--- src/rtl/drrip_pkg.sv ---
// ----------------------------------------------------------------------------
// drrip_pkg
// Types and constants shared by the DRRIP replacement policy block.
// ----------------------------------------------------------------------------
package drrip_pkg;

  localparam int VALUE_BITS    = 2;
  localparam int SELECTOR_BITS = 10;
  localparam int CFG_DATA_BITS = 10;
  localparam int CFG_INDEX_BITS = 2;

  localparam logic [VALUE_BITS-1:0]    VAL_MAX = '1;
  localparam logic [SELECTOR_BITS-1:0] SEL_MAX = '1;
  localparam logic [SELECTOR_BITS-1:0] SEL_RESET = SEL_MAX >> 1;

  localparam logic [5:0] SRRIP_OFFSET_RESET = 6'd0;
  localparam logic [5:0] BRRIP_OFFSET_RESET = 6'd32;
  localparam logic [SELECTOR_BITS-1:0] THRESHOLD_RESET = 10'd511;

  // register indexes
  localparam logic [CFG_INDEX_BITS-1:0] CFG_SRRIP_OFFSET = 2'd0;
  localparam logic [CFG_INDEX_BITS-1:0] CFG_BRRIP_OFFSET = 2'd1;
  localparam logic [CFG_INDEX_BITS-1:0] CFG_THRESHOLD    = 2'd2;

  // request modes
  localparam logic [1:0] MODE_VICTIM = 2'd0;
  localparam logic [1:0] MODE_HIT    = 2'd1;
  localparam logic [1:0] MODE_FILL   = 2'd2;

  typedef struct packed {
    logic [1:0]  mode;
    logic [10:0] set_index;
    logic [3:0]  way;
    logic [4:0]  chance;
  } in_word_t;

  typedef struct packed {
    logic [3:0]               victim_way;
    logic [VALUE_BITS-1:0]    written_value;
    logic                     used_srrip;
    logic [SELECTOR_BITS-1:0] selector;
  } out_word_t;

  // classified request handed from front to back
  typedef struct packed {
    logic [1:0]  mode;
    logic [10:0] set_index;
    logic [3:0]  way;
    logic [4:0]  chance;
    logic        srrip_leader;
    logic        brrip_leader;
  } work_t;

  typedef enum logic [1:0] {
    BK_CLEAR,
    BK_IDLE,
    BK_EXEC
  } back_state_t;

endpackage

--- src/rtl/drrip_front.sv ---
// ----------------------------------------------------------------------------
// drrip_front
// Accepts requests, reduces set and way into range and marks leader sets.
// Holds the configuration registers.
// ----------------------------------------------------------------------------
module drrip_front
  import drrip_pkg::*;
#(
  parameter int SETS = 2048,
  parameter int WAYS = 16
) (
  input  logic                      clk,
  input  logic                      rst,
  input  logic                      cfg_we,
  input  logic [CFG_INDEX_BITS-1:0] cfg_index,
  input  logic [CFG_DATA_BITS-1:0]  cfg_data,
  input  logic                      in_valid,
  output logic                      in_stall,
  input  in_word_t                  in_word,
  input  logic                      queue_full,
  input  logic                      clearing,
  output logic                      push,
  output work_t                     push_word,
  output logic [SELECTOR_BITS-1:0]  threshold
);

  logic [5:0]  srrip_offset;
  logic [5:0]  brrip_offset;
  logic [10:0] set_mod;
  logic [3:0]  way_mod;
  logic        is_srrip;

  always_ff @(posedge clk) begin
    if (rst) begin
      srrip_offset <= SRRIP_OFFSET_RESET;
      brrip_offset <= BRRIP_OFFSET_RESET;
      threshold    <= THRESHOLD_RESET;
    end else if (cfg_we) begin
      case (cfg_index)
        CFG_SRRIP_OFFSET: srrip_offset <= cfg_data[5:0];
        CFG_BRRIP_OFFSET: brrip_offset <= cfg_data[5:0];
        CFG_THRESHOLD:    threshold    <= cfg_data[SELECTOR_BITS-1:0];
        default:          ;
      endcase
    end
  end

  // set modulo SETS: quotient is below 32 since SETS is at least 64
  always_comb begin
    logic [31:0] r;
    r = {21'd0, in_word.set_index};
    for (int k = 4; k >= 0; k--) begin
      if (r >= (32'(SETS) << k)) begin
        r = r - (32'(SETS) << k);
      end
    end
    set_mod = r[10:0];
  end

  // way modulo WAYS: quotient is below 8 since WAYS is at least 2
  always_comb begin
    logic [31:0] r;
    r = {28'd0, in_word.way};
    for (int k = 2; k >= 0; k--) begin
      if (r >= (32'(WAYS) << k)) begin
        r = r - (32'(WAYS) << k);
      end
    end
    way_mod = r[3:0];
  end

  assign is_srrip = (set_mod[5:0] == srrip_offset);

  assign in_stall = queue_full | clearing;
  assign push     = in_valid & ~in_stall;

  always_comb begin
    push_word.mode         = in_word.mode;
    push_word.set_index    = set_mod;
    push_word.way          = way_mod;
    push_word.chance       = in_word.chance;
    push_word.srrip_leader = is_srrip;
    push_word.brrip_leader = ~is_srrip & (set_mod[5:0] == brrip_offset);
  end

endmodule

--- config.mk ---
export PLATFORM = sky130hd
export DESIGN_NAME = drrip_front
export DESIGN_NICKNAME = d
export VERILOG_FILES = /design/src/rtl/drrip_pkg.sv /design/src/rtl/drrip_front.sv
export SDC_FILE = /design/constraint.sdc
export NUM_CORES = 1
export LEC_CHECK = 0
export ABC_CLOCK_PERIOD_IN_PS = 1800
export BUFFER_PORTS_ARGS = -buffer_cell sky130_fd_sc_hd__buf_2
export CAP_MARGIN = 20
export CORE_ASPECT_RATIO = 0.9
export CORE_MARGIN = 10
export CORE_UTILIZATION = 44
export CTS_CLUSTER_DIAMETER = 60
export DETAILED_ROUTE_END_ITERATION = 16
export GPL_TIMING_DRIVEN = 1
export PLACE_DENSITY_LB_ADDON = 0.08
export SLEW_MARGIN = 5
export SYNTH_ARGS = -nofsm -noshare
export SYNTH_HDL_FRONTEND = slang
export SYNTH_SLANG_ARGS = --single-unit
export TNS_END_PERCENT = 1
--- constraint.sdc ---
create_clock -name clk -period 1.8 [get_ports clk]
set_input_delay 0.27 -clock clk [delete_from_list [all_inputs] [get_ports clk]]
set_output_delay 0.27 -clock clk [all_outputs]
set_load 0.01 [all_outputs]
* Word level (Yosys, flattened, before mapping)
Index checks and enable logic that the tools add are counted. W data, S select, Z words.
Word-level totals: bits in registers 22, input port bits 40, output and inout bits 36, logic and storage cells 16
Cells by class: equality and inequality tests 4, bitwise gates (word level) 5, reductions and logical operators 4
Operators with widths (number):
- $eq A6 B6 Y1 | 2
- $reduce_and A2 Y1 | 3
- $and A1 B1 Y1 | 2
- $eq A2 B1 Y1 const B | 1
- $eq A2 B2 Y1 const B | 1
- $logic_not A2 Y1 | 1
- $not A1 Y1 | 2
- $or A1 B1 Y1 | 1

* Depth between registers and ports, before layout
depth in word-level cells 3, depth in mapped cells 4, gate-level depth less buffers 3

* Worst setup path before layout
Ideal clock, no wire load.
path type register -> output, start register brrip_offset[1], end output port push_word[0] (netlist bit), arrival time 908 ps, required time 1530 ps, setup slack 622 ps, cell stages (with the launch flop) 4, path buffers 0, path through dfxtp_1 > xor2_1 > nor4_1 > o211a_1
RTL lines:
- from (decl) | RTL line drrip_front.sv:28 | logic [5:0] brrip_offset;
- from (signal assigned) | RTL line drrip_front.sv:41 | CFG_BRRIP_OFFSET: brrip_offset <= cfg_data[5:0];
- to (decl) | RTL line drrip_front.sv:23 | output work_t push_word,

==> impl_metrics.csv <==
group,metric,value,unit
critical_path,critical_path_source_type,"register",
cells_and_area,areaGrowthSynthToFinish,8.89,%
die,num_rows,17,
clock_network,cts_tree,"yes",
critical_path,crit_required,1.53,ns
critical_path,path_cells,"xor2_1, nor4_1, o211a_1, buf_2",
placed_design,io_buffers,43,
grt,grt_pass1_wl,4180,um
grt,grt-ovfl-total,0,
yosys,synth.lib_cells_used.distinct,20,
die,die_extent_in_y,68.3,um
cells_and_area,final_layout_size_suffix_gt1_share,33.6,%
cells_and_area,total_area_of_multi_input_combinational_cells,507,sq um
route,dr_total_vias,844,
route,antenna_left,0,
route,wl,2720,um
min_path,hold_path.class,"in -> reg",
die,initial_utilization,46.2,%
clock_network,path_clk_slew,0.12,ns
timing,finalSetupViolCount,0,
cells_and_area,design_area,1240,sq um
placed_design,dp_hpwl,2250,um
clock_network,clock-sinks,22,
yosys,postSynthAreaPerCell,8.91,sq um
cells_and_area,area.sequential,440,sq um
timing,rsz_0062_raised_after_global_routing,"false",
clock_network,tritoncts.num_buffers,3,
timing,worst_clock_skew_on_the_final_layout,0,ns
timing,final.setup.tns,0,ns
grt,grt_antenna_before_repair,0,
die,coreArea,2470,sq um
placed_design,postPlaceCellArea,1200,sq um
route,routed_via_density,4.77,
clock_network,clockRootBuffer,"sky130_fd_sc_hd__clkbuf_4",
yosys,area_of_the_mapped_netlist,1140,sq um
clock_network,worst_skew_pair.late_latency,0.29,ns
timing,finalHoldViolations,0,
yosys,postSynth.asyncResetShare,0,%
critical_path,end_kind,"primary output",
yosys,dominantRegCellSynth,"sky130_fd_sc_hd__dfxtp_1",
yosys,postSynthCellCount,128,
clock_network,cts_max_level,1,
placed_design,gp_congestion,0.654,
flow_run,maxCapViolCount,0,
yosys,synth-seq-area-share,38.6,%
die,design.portCount,76,
grt,first_global_vias,862,
yosys,ys_seq_elements,22,
timing,worst_slew_margin_rel,70.6,%
clock_network,cts-hold-fix-buffers,0,
yosys,yosys_warn_count,0,
clock_network,cts.path.max_buffers,2,
critical_path,worst_ep_arrival_time,1.44,ns
route,wire_per_inst,15.4,um
timing,worst-slew-pin-transition,0.441,ns
route,detail_route.iter0.violations,21,
cells_and_area,n_antenna_cell,0,
grt,overall_fraction_of_global_route_tracks_in_use,10.3,%
cells_and_area,design.final.nets,190,
critical_path,critPathMaxFanout,2,
power_and_ir_drop,irDropWorstVdd,0.343,mV
placed_design,dp_slack,0.349,ns
clock_network,post_cts_resize_count,0,
critical_path,critPathKind,"reg -> out",
clock_network,postCtsSetupRepairBufs,0,
power_and_ir_drop,total_leakage_power,0.619,nW
grt,grt_max_degree,23,
timing,timing.final.ws_setup,0.0932,ns
die,floorplan.die_area,5030,sq um
timing,hold_ws,0.173,ns
timing,final_max_slew_viol_count,0,
die,chipWidth,73.7,um
power_and_ir_drop,power_density,747,nW/um^2
cells_and_area,layout.filler_cells,246,
yosys,syn_nets,168,
timing,achievable-frequency,586,MHz
critical_path,critical_path.max_stage_delay,0.34,ns
status,outcome,"complete, no violations",
timing,tcrit_tclk_final,94.8,%
yosys,yosys-top-cells-area,"sky130_fd_sc_hd__dfxtp_1 39%, sky130_fd_sc_hd__buf_4 15%, sky130_fd_sc_hd__mux2i_1 9.7%, sky130_fd_sc_hd__nand2_1 6.9%, sky130_fd_sc_hd__nand3b_1 6.6%",
yosys,synth_top_cell_area_share,38.6,%
route,firstDrtPassIters,4,
timing,finalCriticalPeriod,1.71,ns
route,drc,0,
critical_path,r2r_slack,1.10,ns
yosys,post-synth-top-area-cell,"sky130_fd_sc_hd__dfxtp_1",
critical_path,cpMaxStageDelayCell,"sky130_fd_sc_hd__dfxtp_1",
yosys,number_of_enable_flip_flop_cells_after_synthesis,0,
final cells by class:
cell class	instances	area share, %
well taps	28	2.82
multi-input cells	78	40.8
repair buffers	43	17.3
clock buffers	4	2.92
inverters	2	0.605
flip-flops and latches	22	35.5
path summary, 6_finish.rpt:
check,start,endpoint,depth (start not counted)
worst min-delay path,cfg_data[7],threshold[7],3
worst max register to register,brrip_offset[5],brrip_offset[5],1
worst max-delay path,brrip_offset[1],push_word[0],4
worst min register to register,threshold[9],threshold[9],2
metal layers:
layer	wire, um	vias up	track usage (%)
li1	-	435	-
met1	1110	355	11.9
met2	1190	52	15.7
met3	416	2	6.07
met4	9	0	3.49
met5	0	-	0
power by group:
part / total [W] / switching, W / internal [W] / leakage [nW]
clock network: 0.000259 / 0.000136 / 0.000123 / 0.0210
logic: 0.000148 / 0.0000766 / 0.0000714 / 0.419
registers: 0.000520 / 0.0000122 / 0.000508 / 0.180
layout by cell type (no fill, tap or decap):
cell type	count
sky130_fd_sc_hd__or2_2	1
sky130_fd_sc_hd__dfxtp_1	22
sky130_fd_sc_hd__nand4_1	1
sky130_fd_sc_hd__clkbuf_4	3
sky130_fd_sc_hd__inv_1	2
sky130_fd_sc_hd__nor2_1	15
sky130_fd_sc_hd__buf_2	43
sky130_fd_sc_hd__and3b_1	1
sky130_fd_sc_hd__nor4_1	1
sky130_fd_sc_hd__xnor2_1	6
sky130_fd_sc_hd__clkbuf_8	1
sky130_fd_sc_hd__o211a_1	1
sky130_fd_sc_hd__nand2_1	21
sky130_fd_sc_hd__a21oi_1	1
sky130_fd_sc_hd__a211o_1	1
sky130_fd_sc_hd__nand3b_2	1
sky130_fd_sc_hd__nand3b_1	10
sky130_fd_sc_hd__xor2_1	6
sky130_fd_sc_hd__mux2i_1	11
sky130_fd_sc_hd__nor3b_4	1
cells in the mapped netlist, drive strengths merged, types with 2 or more instances:
library cell / instances
clkbuf: 2
xnor2: 6
dfxtp: 22
buf: 24
nand3b: 11
mux2i: 11
nand2: 21
xor2: 6
nor2: 15
inv: 2
state kept, by name (all words and copies together) (netlist names):
| name | count |
|---|---|
| srrip_offset | 6 |
| brrip_offset | 6 |
| threshold | 10 |
kinds of logic after synthesis:
group | count (synthesis) | share of synthesized area, %
AND/OR/NAND/NOR | 52 | 23.5
buffers and inverters | 28 | 16.9
flip-flops | 22 | 38.6
XOR/XNOR | 12 | 9.22
multiplexers | 11 | 9.66
AO/OA/AOI/OAI | 3 | 2.09
through the flow:
stage	total power [W]	utilization, %	instances
CTS	0.000944	50.3	177
global placement	0.000678	48.8	173
detailed placement	0.000681	48.8	173
finish	0.000927	50.3	177
floorplan	0.000657	-	128
global route	0.000987	50.3	177
critical path, delay by kind of cell, from the launching register on:
family          cells  cell delay [ns]
xor+xnor            1             0.15
buf+inv             1             0.12
simple gates        1             0.33
flops               1             0.34
compound gates      1             0.20
No activity file was read; power rests on OpenSTA's default activity.
