==> src/rtl/drrip_pkg.sv <==
// ----------------------------------------------------------------------------
// drrip_pkg
// Types and constants shared by the DRRIP replacement policy block.
// ----------------------------------------------------------------------------
package drrip_pkg;

  localparam int VALUE_BITS    = 2;
  localparam int SELECTOR_BITS = 10;
  localparam int CFG_DATA_BITS = 10;
  localparam int CFG_INDEX_BITS = 2;

  localparam logic [VALUE_BITS-1:0]    VAL_MAX = '1;
  localparam logic [SELECTOR_BITS-1:0] SEL_MAX = '1;
  localparam logic [SELECTOR_BITS-1:0] SEL_RESET = SEL_MAX >> 1;

  localparam logic [5:0] SRRIP_OFFSET_RESET = 6'd0;
  localparam logic [5:0] BRRIP_OFFSET_RESET = 6'd32;
  localparam logic [SELECTOR_BITS-1:0] THRESHOLD_RESET = 10'd511;

  // register indexes
  localparam logic [CFG_INDEX_BITS-1:0] CFG_SRRIP_OFFSET = 2'd0;
  localparam logic [CFG_INDEX_BITS-1:0] CFG_BRRIP_OFFSET = 2'd1;
  localparam logic [CFG_INDEX_BITS-1:0] CFG_THRESHOLD    = 2'd2;

  // request modes
  localparam logic [1:0] MODE_VICTIM = 2'd0;
  localparam logic [1:0] MODE_HIT    = 2'd1;
  localparam logic [1:0] MODE_FILL   = 2'd2;

  typedef struct packed {
    logic [1:0]  mode;
    logic [10:0] set_index;
    logic [3:0]  way;
    logic [4:0]  chance;
  } in_word_t;

  typedef struct packed {
    logic [3:0]               victim_way;
    logic [VALUE_BITS-1:0]    written_value;
    logic                     used_srrip;
    logic [SELECTOR_BITS-1:0] selector;
  } out_word_t;

  // classified request handed from front to back
  typedef struct packed {
    logic [1:0]  mode;
    logic [10:0] set_index;
    logic [3:0]  way;
    logic [4:0]  chance;
    logic        srrip_leader;
    logic        brrip_leader;
  } work_t;

  typedef enum logic [1:0] {
    BK_CLEAR,
    BK_IDLE,
    BK_EXEC
  } back_state_t;

endpackage

==> src/rtl/drrip_queue.sv <==
// ----------------------------------------------------------------------------
// drrip_queue
// Two-entry queue of classified requests between front and back.
// ----------------------------------------------------------------------------
module drrip_queue
  import drrip_pkg::*;
(
  input  logic  clk,
  input  logic  rst,
  input  logic  push,
  input  work_t push_word,
  output logic  full,
  input  logic  pop,
  output logic  head_valid,
  output work_t head_word
);

  work_t      slots [2];
  logic       wr_ptr;
  logic       rd_ptr;
  logic [1:0] count;

  assign full       = (count == 2'd2);
  assign head_valid = (count != 2'd0);
  assign head_word  = slots[rd_ptr];

  always_ff @(posedge clk) begin
    if (push) begin
      slots[wr_ptr] <= push_word;
    end
  end

  always_ff @(posedge clk) begin
    if (rst) begin
      wr_ptr <= 1'b0;
      rd_ptr <= 1'b0;
      count  <= 2'd0;
    end else begin
      if (push) begin
        wr_ptr <= ~wr_ptr;
      end
      if (pop) begin
        rd_ptr <= ~rd_ptr;
      end
      case ({push, pop})
        2'b10:   count <= count + 2'd1;
        2'b01:   count <= count - 2'd1;
        default: count <= count;
      endcase
    end
  end

endmodule

==> config.mk <==
export PLATFORM = sky130hd
export DESIGN_NAME = drrip_queue
export DESIGN_NICKNAME = d
export VERILOG_FILES = /design/src/rtl/drrip_pkg.sv /design/src/rtl/drrip_queue.sv
export SDC_FILE = /design/constraint.sdc
export NUM_CORES = 1
export LEC_CHECK = 0
export BUFFER_PORTS_ARGS = -buffer_cell sky130_fd_sc_hd__buf_2
export CORE_MARGIN = 4
export CORE_UTILIZATION = 50
export DETAILED_ROUTE_END_ITERATION = 16
export PLACE_DENSITY = 0.77
export SETUP_SLACK_MARGIN = 0.5
export SLEW_MARGIN = 5
export SYNTH_ARGS = -nofsm -noshare
export SYNTH_HDL_FRONTEND = slang
export SYNTH_SLANG_ARGS = --single-unit
==> constraint.sdc <==
create_clock -name clk -period 2.1 [get_ports clk]
set_input_delay 0.315 -clock clk [delete_from_list [all_inputs] [get_ports clk]]
set_output_delay 0.315 -clock clk [all_outputs]
set_load 0.02 [all_outputs]
# Word level (Yosys, flattened, before mapping)
# Memories as Yosys holds them, arrays and structs flattened. A register that Yosys moved wholly into a read port is not among the register bits.
# Index checks and enable logic that the tools add are counted.
# classes
n_addsub	2
n_mul	0
n_div	0
magnitude_cmp	0
eq_ne	3
n_shift	0
n_mux	5
bitwise	2
reduce_logical	2
# op_table
cell	n
2-bit == test, second input constant	2
1-bit 2-to-1 mux	4
2-bit one-hot mux with 2 select lines	1
2-bit nonzero test	2
2-bit by 1-bit adder with 2-bit output, second input constant	1
2-bit by 1-bit == test with 1-bit output, second input constant	1
1-bit inverter	2
2-bit by 1-bit subtractor with 2-bit output, second input constant	1
# totals
ff_bits	4
latch_bits	0
mem_bits_rw	48
mem_bits_ro	0
input_bits	28
output_inout_bits	26
word_cells	18
n_memories	1
# memory_table
name	depth	word_bits	read_ports	rd_clocked_by_memory_dff	write_ports	line	source
slots	2	24	1	1	1	drrip_queue.sv:18	work_t slots [2];

# Logic depth before layout (Yosys ltp)
# Gate-level depths: netlist of run 1.
# logic_depth
depth_word	3
depth_mapped	5
ltp_nobuf	5

# Worst setup path before layout of run 1
# OpenSTA, ideal clock, no wires.
# synth_timing
path_kind	input-to-reg
start	input push
end	memory slots[0][0] in the netlist's numbering (enable)
setup_ps	405
arrival_time_ps	1385
t_required_ps	1695
slack_ps	310
stages	2
n_path_buf	0
cell_sequence	inv_1 nor2_1
# synth_between
elab_chain_len	2
# synth_rtl
item	line	source
start, declared	drrip_queue.sv:10	input logic push,
1-bit 2-to-1 mux	drrip_queue.sv:28	if (push) begin
1-bit 2-to-1 mux (not written as such)	drrip_queue.sv:29	slots[wr_ptr] <= push_word;
end, declared	drrip_queue.sv:18	
# Every way passes these cells.

==> flow_metrics.py, run 1 <==
metrics = {
    "timing": {
        "skew_ns": 0.00262,
        "slew_viol_final": 0,
        "fin_ws_ns": 0.472,
        "period_share": 0.775,
        "tns_ns": 0,
        "fmax_mhz": 614,
        "whs_ns": 0.198,
        "rsz0062_at_grt": "yes",
        "tightestPinTransition_ns": 0.187,
        "setup_violations": 0,
        "fin_crit_ns": 1.63,
        "relSlewSlack": 0.875,
        "finalHoldViolCount": 0,
    },
    "worst_setup_path": {
        "cp-start-kind": "flop",
        "reg2reg_from": "wr_ptr",
        "arrival_ns": 1.31,
        "cp_max_fo": 7,
        "path_class": "flop to output pin",
        "required_ns": 1.78,
        "worstSetupEndpointType": "output pin",
    },
    "routing": {
        "ant_nets": 0,
        "avgViaCountPerCell": 4.92,
        "drt-initial-drc-count": 48,
        "dr.pass1.iters": 4,
        "drt-total-wl_mm": 3.34,
        "post-route-drc-count": 0,
        "wl_per_cell_um": 15.8,
        "vias": 1039,
    },
    "yosys": {
        "ys_seq_area_frac": 0.797,
        "yosysTopAreaCellShare": 0.745,
        "synth_area_leaders": "edfxtp_1 (75%), mux2_2 (14%), dfxtp_1 (5.2%), xnor2_1 (1.4%), nor2_1 (0.97%)",
        "synth_nets": 126,
        "synth_top_area_cell": "edfxtp_1",
        "syn_area_mm2": 0.00193,
        "ys_warn_count": 0,
        "ys_ff_latch": 53,
        "syn_area_per_cell_um2": 19.9,
        "synth_cell_types": 15,
        "syn_inst": 97,
    },
    "place": {
        "place_ws_ns": 0.696,
        "io_buffers": 53,
        "hpwl_mm": 2.28,
        "gp_congestion": 0.624,
        "postPlaceCellArea_mm2": 0.00229,
    },
    "clocking": {
        "htreeDepth": 2,
        "cts_made_buffers": 5,
        "ctsHoldBuffers": 0,
        "tritoncts": "done",
        "cts_setup_buffers": 0,
        "clk_pin_slew_ns": 0.09,
        "cts_root_buf": "clkbuf_8",
        "clock-sinks": 53,
        "worstSkewPairLatency_ns": 0.30,
        "cts_buffer_depth": 2,
    },
    "finish": {
        "design_area_mm2": 0.00269,
        "final_util": 0.730,
        "syn_to_final_growth_pct": 39.2,
        "layout.nets": 191,
        "drive_gt1_frac": 0.595,
        "n_fill_cell": 224,
        "antennaDiodeCount": 0,
    },
    "job": {
        "drv_cap": 0,
    },
    "die": {
        "io_pins": 54,
        "num_rows": 22,
        "die_w_um": 70.2,
        "design.core.area_mm2": 0.00369,
        "start_util": 0.524,
        "dieArea_mm2": 0.00493,
        "die_h_um": 70.2,
    },
    "grt": {
        "grt_pass1_wl_mm": 5.47,
        "grtUsageTotal": 0.148,
        "overflow": 0,
        "antenna_found_initial": 0,
        "first_global_vias": 1151,
        "grt_start_max_net_pins": 17,
    },
    "hold_path": {
        "min_path_type": "primary input to flop",
        "min_from": "push_word[12]",
    },
    "outcome": {
        "status": "finished, final reports clean",
    },
    "power": {
        "vdd_drop_max_v": 0.000637,
        "power_density_mw_per_mm2": 916,
        "p_leak_uw": 0.00108,
    },
}
[layout make-up]
type                            count  area (um^2)  area share
Sequential cell                    53         1550       0.574
Inverter                            1         3.75     0.00139
Timing Repair Buffer               61          498       0.185
Multi-Input combinational cell     40          452       0.168
Tap cell                           48         60.1      0.0223
Clock buffer                        5         68.8      0.0256
Clock inverter                      3         65.1      0.0242
[registers in the layout, indices dropped and copies added (netlist names), named ones only]
signal / flops
count: 2
rd_ptr: 1
slots: 48
wr_ptr: 1
[synth_stat cells (all sizes together)]
library cell and instances:
or2 1, xor2 1, a21oi 1, and2b 1, dfxtp 5, edfxtp 48, xnor2 3, or3 1
inv 1, ha 1, nor2 5, o21ai 1, buf 3, mux2 24, and2 1
[placed cells by master (no fill, tap or decap)]
cell	count
nor2_1	4
clkinv_2	1
mux2_2	4
dfxtp_1	4
inv_1	1
o21ai_0	1
edfxtp_1	48
bufinv_16	2
clkbuf_8	5
mux2_4	20
buf_4	4
xor2_1	1
buf_2	29
buf_8	2
ha_1	1
xnor2_1	3
nor2_2	1
dfxtp_4	1
or3_1	1
or2_2	1
and2b_2	1
a21oi_1	1
buf_6	26
and2_1	1
[layer usage]
metal	vias to the layer above	track usage	share of wire
met5	-	0	0
met4	0	0.0447	0.012
met3	5	0.0547	0.062
met2	31	0.271	0.55
met1	506	0.158	0.37
li1	497	-	-
[metrics by stage]
| stage | std cells | power [uW] |
|---|---|---|
| after floorplan | 97 | 1470 |
| after global placement | 201 | 1580 |
| after detailed placement | 201 | 1590 |
| after CTS | 211 | 2480 |
| after global routing | 211 | 2580 |
| final | 211 | 2470 |
[path summary, 6_finish.rpt]
check                                      to  slack, ns  cells after the start
worst max-delay path            head_word[21]       0.47                      3
worst min-delay path             slots[0][12]       0.20                      1
worst max register to register   slots[1][16]       1.00                      2
worst min register to register       count[1]       0.50                      2
[power breakdown]
group	internal [uW]	switching, uW
Combinational	234	202
Sequential	1220	27.0
Clock	473	306
Total	1930	534
[repair_timing]
action,4_1_cts,5_1_grt
pin swaps,0,0
gates resized for setup,78,0
gates cloned,2,0
setup endpoints to repair,24,24
[logic make-up after synthesis]
| group | after synthesis | synth area share |
|---|---|---|
| DFF | 53 | 0.797 |
| muxes | 24 | 0.140 |
| and+or+nand+nor | 9 | 0.0239 |
| xor gates and xnor gates | 4 | 0.0181 |
| buffers and inverters | 4 | 0.00970 |
| AOI/OAI and AO/OA | 2 | 0.00517 |
| adders and majority gates | 1 | 0.00647 |
[worst max-delay path, cell delays in order (launching register included)]
cell and delay (ns):
dfxtp_4 0.41, buf_8 0.16, mux2_4 0.32, buf_6 0.13
(Power assumes the default switching activity.)
==> run 2: changes to the inputs <==
- ABC_AREA: not set -> 1
- CORE_UTILIZATION: 50 -> 46
- PLACE_DENSITY: 0.77 -> 0.74
- clock period: 2.1 -> 1.4 ns (I/O delays scaled with it)
==> run 2 against run 1 <==
  * The run now ends with setup timing left
  * Sequential power grew 49%
  * Clock power is 32% higher
  * Critical path depth stayed put
  * Clock skew up 0.0029 ns
  * Power rose by 49%
  * Utilization decreased by 2.3 points
  * Clock-buffer cell count is 2 higher
  * Sequential share of layout area down 6.9 points
  * Die area up 14%
  * First-iteration DRC count is 2.1% higher
  * Via count grew 12%
  * Cell count grew 15%
  * Critical endpoint is now head_word[0]
  * Largest cell class unchanged
  * Largest power group unchanged
==> flow_metrics.py, run 2 <==
metrics = {
    "yosys": {
        "ys.flop_type": "edfxtp_1",
        "synth_edf_count": 48,
        "synth_nets": 137,
        "ys_seq_area_frac": 0.747,
        "synth.most_common_cell": "edfxtp_1",
        "ys_ff_latch": 53,
        "synth_cell_types": 15,
        "synth_area_leaders": "edfxtp_1 (70%), mux2_4 (15%), dfxtp_1 (4.9%), mux2_2 (2.2%), buf_12 (1.9%)",
        "yosysTopAreaCellShare": 0.699,
        "synth_top_area_cell": "edfxtp_1",
        "syn_area_per_cell_um2": 19.1,
        "ys_warn_count": 0,
        "syn_inst": 108,
        "synth_common_cells": "edfxtp_1 (48), mux2_4 (20), nor2_1 (9), inv_1 (7), nand2_1 (6)",
        "syn_area_mm2": 0.00206,
        "synthArstFlopShare": 0,
    },
    "finish": {
        "largest_register": "slots",
        "top_regs": "slots x48, count x2",
        "layout_common_cells": "edfxtp_1 (48), buf_2 (33), buf_6 (29)",
        "multi_input_area_um2": 520,
        "layout.nets": 219,
        "regArea_mm2": 0.00155,
        "antennaDiodeCount": 0,
        "n_fill_cell": 273,
        "final_util": 0.707,
        "syn_to_final_growth_pct": 49.2,
        "drive_gt1_frac": 0.660,
        "largest_register_ff_count": 48,
        "final_common_cell": "edfxtp_1",
    },
    "worst_setup_path": {
        "cp-start-kind": "flop",
        "worstSetupEndpointType": "output pin",
        "path_class": "flop to output pin",
        "required_ns": 1.19,
        "cp_max_fo": 10,
        "reg2reg_from": "wr_ptr",
        "arrival_ns": 1.33,
    },
    "routing": {
        "drt-total-wl_mm": 4.03,
        "wl_per_cell_um": 16.6,
        "avgViaCountPerCell": 4.80,
        "dr.pass1.iters": 2,
        "post-route-drc-count": 0,
        "ant_nets": 0,
        "drt-initial-drc-count": 49,
        "vias": 1167,
    },
    "clocking": {
        "clk_pin_slew_ns": 0.09,
        "ctsHoldBuffers": 0,
        "cts_root_buf": "clkbuf_8",
        "tritoncts": "done",
        "clock-sinks": 53,
        "htreeDepth": 2,
        "cts_buffer_depth": 2,
        "cts_made_buffers": 5,
        "worstSkewPairLatency_ns": 0.30,
    },
    "power": {
        "power_density_mw_per_mm2": 1200,
        "vdd_drop_max_v": 0.000732,
        "p_leak_uw": 0.00126,
    },
    "place": {
        "io_buffers": 53,
        "gp_congestion": 0.709,
        "hpwl_mm": 2.46,
        "place_ws_ns": 0.134,
    },
    "die": {
        "start_util": 0.474,
        "io_pins": 54,
        "num_rows": 24,
        "dieArea_mm2": 0.00562,
        "design.core.area_mm2": 0.00435,
        "die_h_um": 75.0,
        "die_w_um": 75.0,
    },
    "grt": {
        "grtUsageTotal": 0.152,
        "grt_start_max_net_pins": 16,
        "grt_pass1_wl_mm": 6.10,
        "overflow": 0,
        "antenna_found_initial": 0,
        "first_global_vias": 1243,
    },
    "timing": {
        "finalHoldViolCount": 0,
        "fin_ws_ns": -0.144,
        "fmax_mhz": 648,
        "tightestPinTransition_ns": 0.226,
        "rsz0062_at_grt": "yes",
        "relSlewSlack": 0.849,
        "period_share": 1.10,
        "fin_crit_ns": 1.54,
        "whs_ns": 0.0928,
        "slew_viol_final": 0,
        "tns_ns": -2.75,
        "skew_ns": 0.00557,
        "setup_violations": 24,
    },
    "job": {
        "drv_cap": 0,
    },
    "outcome": {
        "status": "finished with violations",
        "violations": "setup timing",
    },
    "hold_path": {
        "min_path_type": "primary input to flop",
        "min_from": "push_word[19]",
    },
}
run 2: cell count changes in the layout (fill, tap and decap cells not counted), sizes merged, moves of 2 or more:
cell / previous run / this run
xnor2: 3 / 1
clkbuf: 5 / 9
nand2: 0 / 6
buf: 61 / 76
inv: 1 / 6
nor2: 5 / 9
run 2: cell families after synthesis:
group	synth area share
flops	0.747
mux	0.167
simple gates	0.0327
buf+inv	0.0376
compound gates	0.00485
xor+xnor	0.00425
fa+ha+maj	0.00606
run 2: cell type report:
cell class	count	share of cell area
inverter	7	0.0106
tap	52	0.0211
clock buffer	7	0.0280
sequential	53	0.505
multi-input combinational	45	0.169
timing repair buffer	78	0.257
clock inverter	1	0.00976
run 2: routing by layer:
| layer | vias up | share of wire | track usage |
|---|---|---|---|
| li1 | 567 | - | - |
| met1 | 555 | 0.36 | 0.168 |
| met2 | 34 | 0.56 | 0.270 |
| met3 | 11 | 0.053 | 0.0387 |
| met4 | 0 | 0.027 | 0.0751 |
| met5 | - | 0 | 0 |
run 2: critical path, stage by stage (launching register included):
cell and delay, ns:
dfxtp_4 0.42, buf_12 0.16, mux2_4 0.30, buf_2 0.16
run 2: final timing paths:
path | to | slack (ns) | cells past startpoint
max | head_word[0] | -0.14 | 3
min | slots[1][19] | 0.09 | 1
max reg2reg | slots[0][8] | 0.15 | 5
min reg2reg | rd_ptr | 0.54 | 2
run 2: where the power goes:
part	total, uW	internal, uW	switching (uW)
sequential	1860	1820	40.3
clock	1030	583	449
combinational	786	448	338
total	3680	2850	827
run 2: timing repair:
action                                  4_1_cts  5_1_grt
endpoints found under the setup margin       70       77
endpoints found under the hold margin         0        0
buffers inserted                             12        2
pin swaps                                     5        2
cloned                                        5        2
gates resized for setup                      52       24
run 2: per-stage QoR:
stage | total power [uW] | std cells | instance area [um^2]
after floorplan | 2240 | 108 | 2090
after global placement | 2390 | 214 | 2450
after detailed placement | 2410 | 214 | 2450
after CTS | 3640 | 239 | 2950
after global routing | 3840 | 243 | 3080
final | 3680 | 243 | 3080
==> run 3: changes to the inputs <==
- CELL_PAD_IN_SITES_DETAIL_PLACEMENT: not set -> 1
- CELL_PAD_IN_SITES_GLOBAL_PLACEMENT: not set -> 1
- CORE_UTILIZATION: 46 -> 39
- PLACE_DENSITY: 0.74 -> not set
- PLACE_DENSITY_LB_ADDON: not set -> 0.1
==> run 3 against run 2 <==
  * The flow still finishes with violations (setup timing)
  * Wire length increased by 0.82%
  * Clock-buffer cell count decreased by 1
  * Clock power decreased by 22%
  * Setup slack improved by 0.015 ns
  * Utilization decreased by 12 points
  * Combinational power decreased by 5.2%
  * Critical endpoint is now head_word[11]
  * Global-route usage decreased by 1.7 points
  * Flip-flop and latch count unchanged
  * Die area increased by 16%
  * Power decreased by 7.3%
  * First-iteration DRC count decreased by 63%
  * Largest cell class unchanged
  * Maximum frequency increased by 0.98%
==> flow_metrics.py, run 3 (synthesis results as in run 2) <==
metrics = {
    "clocking": {
        "htreeDepth": 2,
        "worstSkewPairLatency_ns": 0.30,
        "cts_root_buf": "clkbuf_8",
        "clock-sinks": 53,
        "cts_buffer_depth": 2,
        "clk_pin_slew_ns": 0.09,
        "cts_made_buffers": 5,
        "tritoncts": "done",
        "ctsHoldBuffers": 0,
    },
    "finish": {
        "drive_gt1_frac": 0.649,
        "final_util": 0.584,
        "layout.cells.non_filler": 255,
        "final_common_cell": "edfxtp_1",
        "layout.nets": 213,
        "largest_register": "slots",
        "antennaDiodeCount": 0,
        "largest_register_ff_count": 48,
        "layout_common_cells": "edfxtp_1 (48), buf_2 (33), buf_6 (28)",
        "top_regs": "slots x48, count x2",
        "n_fill_cell": 487,
        "syn_to_final_growth_pct": 44.6,
    },
    "timing": {
        "skew_ns": 0.00755,
        "tightestPinTransition_ns": 0.205,
        "fin_crit_ns": 1.53,
        "fmax_mhz": 654,
        "finalHoldViolCount": 0,
        "rsz0062_at_grt": "yes",
        "slew_viol_final": 0,
        "whs_ns": 0.0969,
        "relSlewSlack": 0.863,
        "fin_ws_ns": -0.129,
        "period_share": 1.09,
        "setup_violations": 24,
    },
    "routing": {
        "vias": 1154,
        "ant_nets": 0,
        "post-route-drc-count": 0,
        "wl_per_cell_um": 15.9,
        "avgViaCountPerCell": 4.53,
        "drt-total-wl_mm": 4.06,
        "dr.pass1.iters": 4,
        "drt-initial-drc-count": 18,
    },
    "place": {
        "dp.cells": 234,
        "hpwl_mm": 2.65,
        "io_buffers": 53,
        "gp_congestion": 0.597,
    },
    "grt": {
        "antenna_found_initial": 0,
        "first_global_vias": 1271,
        "grt_start_max_net_pins": 16,
        "overflow": 0,
        "grt_pass1_wl_mm": 6.40,
        "grtUsageTotal": 0.135,
    },
    "die": {
        "die_w_um": 80.7,
        "start_util": 0.404,
        "num_rows": 26,
        "design.core.area_mm2": 0.00511,
        "dieArea_mm2": 0.00652,
        "die_h_um": 80.7,
        "io_pins": 54,
    },
    "power": {
        "p_leak_uw": 0.00121,
        "vdd_drop_max_v": 0.000562,
        "power_density_mw_per_mm2": 1140,
    },
    "outcome": {
        "status": "finished with violations",
        "violations": "setup timing",
    },
    "hold_path": {
        "min_from": "push_word[7]",
        "min_path_type": "primary input to flop",
    },
    "worst_setup_path": {
        "cp_max_fo": 10,
        "reg2reg_from": "wr_ptr",
        "arrival_ns": 1.32,
        "worstSetupEndpointType": "output pin",
        "path_class": "flop to output pin",
        "required_ns": 1.19,
        "cp-start-kind": "flop",
    },
    "job": {
        "drv_cap": 0,
    },
}
## run 3: cell types whose count changed in the layout (fill, tap and decap cells not counted), sizes merged
cell and change:
bufinv -1, clkbuf -3, clkinv +2, buf -4
## run 3: path summary, 6_finish.rpt
path | end | slack [ns] | depth (start not counted)
setup / recovery | head_word[11] | -0.13 | 3
hold / removal | slots[1][7] | 0.1 | 1
setup reg to reg | slots[0][10] | 0.26 | 4
hold reg to reg | rd_ptr | 0.54 | 2
## run 3: per-layer routing
layer | track usage | up-vias | share of wire
li1 | - | 549 | -
met1 | 0.145 | 565 | 0.36
met2 | 0.252 | 34 | 0.57
met3 | 0.0432 | 6 | 0.059
met4 | 0.0372 | 0 | 0.010
met5 | 0 | - | 0
## run 3: per-stage QoR
| step | total power [uW] | setup TNS [ns] | setup slack (ns) | area (um^2) |
|---|---|---|---|---|
| 2_1_floorplan | 2240 | 0 | 0.298 | 2090 |
| 3_3_place_gp | 2390 | 0 | 0.176 | 2460 |
| 3_5_place_dp | 2410 | 0 | 0.158 | 2460 |
| 4_1_cts | 3400 | -3.20 | -0.148 | 2880 |
| 5_1_grt | 3570 | -3.66 | -0.175 | 2980 |
| 6_report | 3410 | -2.63 | -0.129 | 2980 |
## run 3: power by group
part | internal (uW) | switching, uW | total [uW]
sequential | 1820 | 39.6 | 1860
clock | 347 | 457 | 804
combinational | 415 | 330 | 745
## run 3: layout make-up
cell class,instances,area [um^2],area share
Clock buffer,6,72.6,0.0243
Clock inverter,2,10.0,0.00336
Inverter,7,30.0,0.0101
Multi-Input combinational cell,45,528,0.177
Sequential cell,53,1550,0.521
Tap cell,70,87.6,0.0294
Timing Repair Buffer,72,701,0.235
## run 3: what timing repair did
action                                  CTS  global route
resized for setup                        53            27
endpoints found under the hold margin     0             0
endpoints found under the setup margin   75            76
setup buffers                             8             1
cloned                                    4             0
pin swaps                                 2             2
## run 3: critical path, stage by stage (launching register included)
cell and delay (ns):
dfxtp_4 0.40, buf_12 0.16, mux2_4 0.30, buf_2 0.16
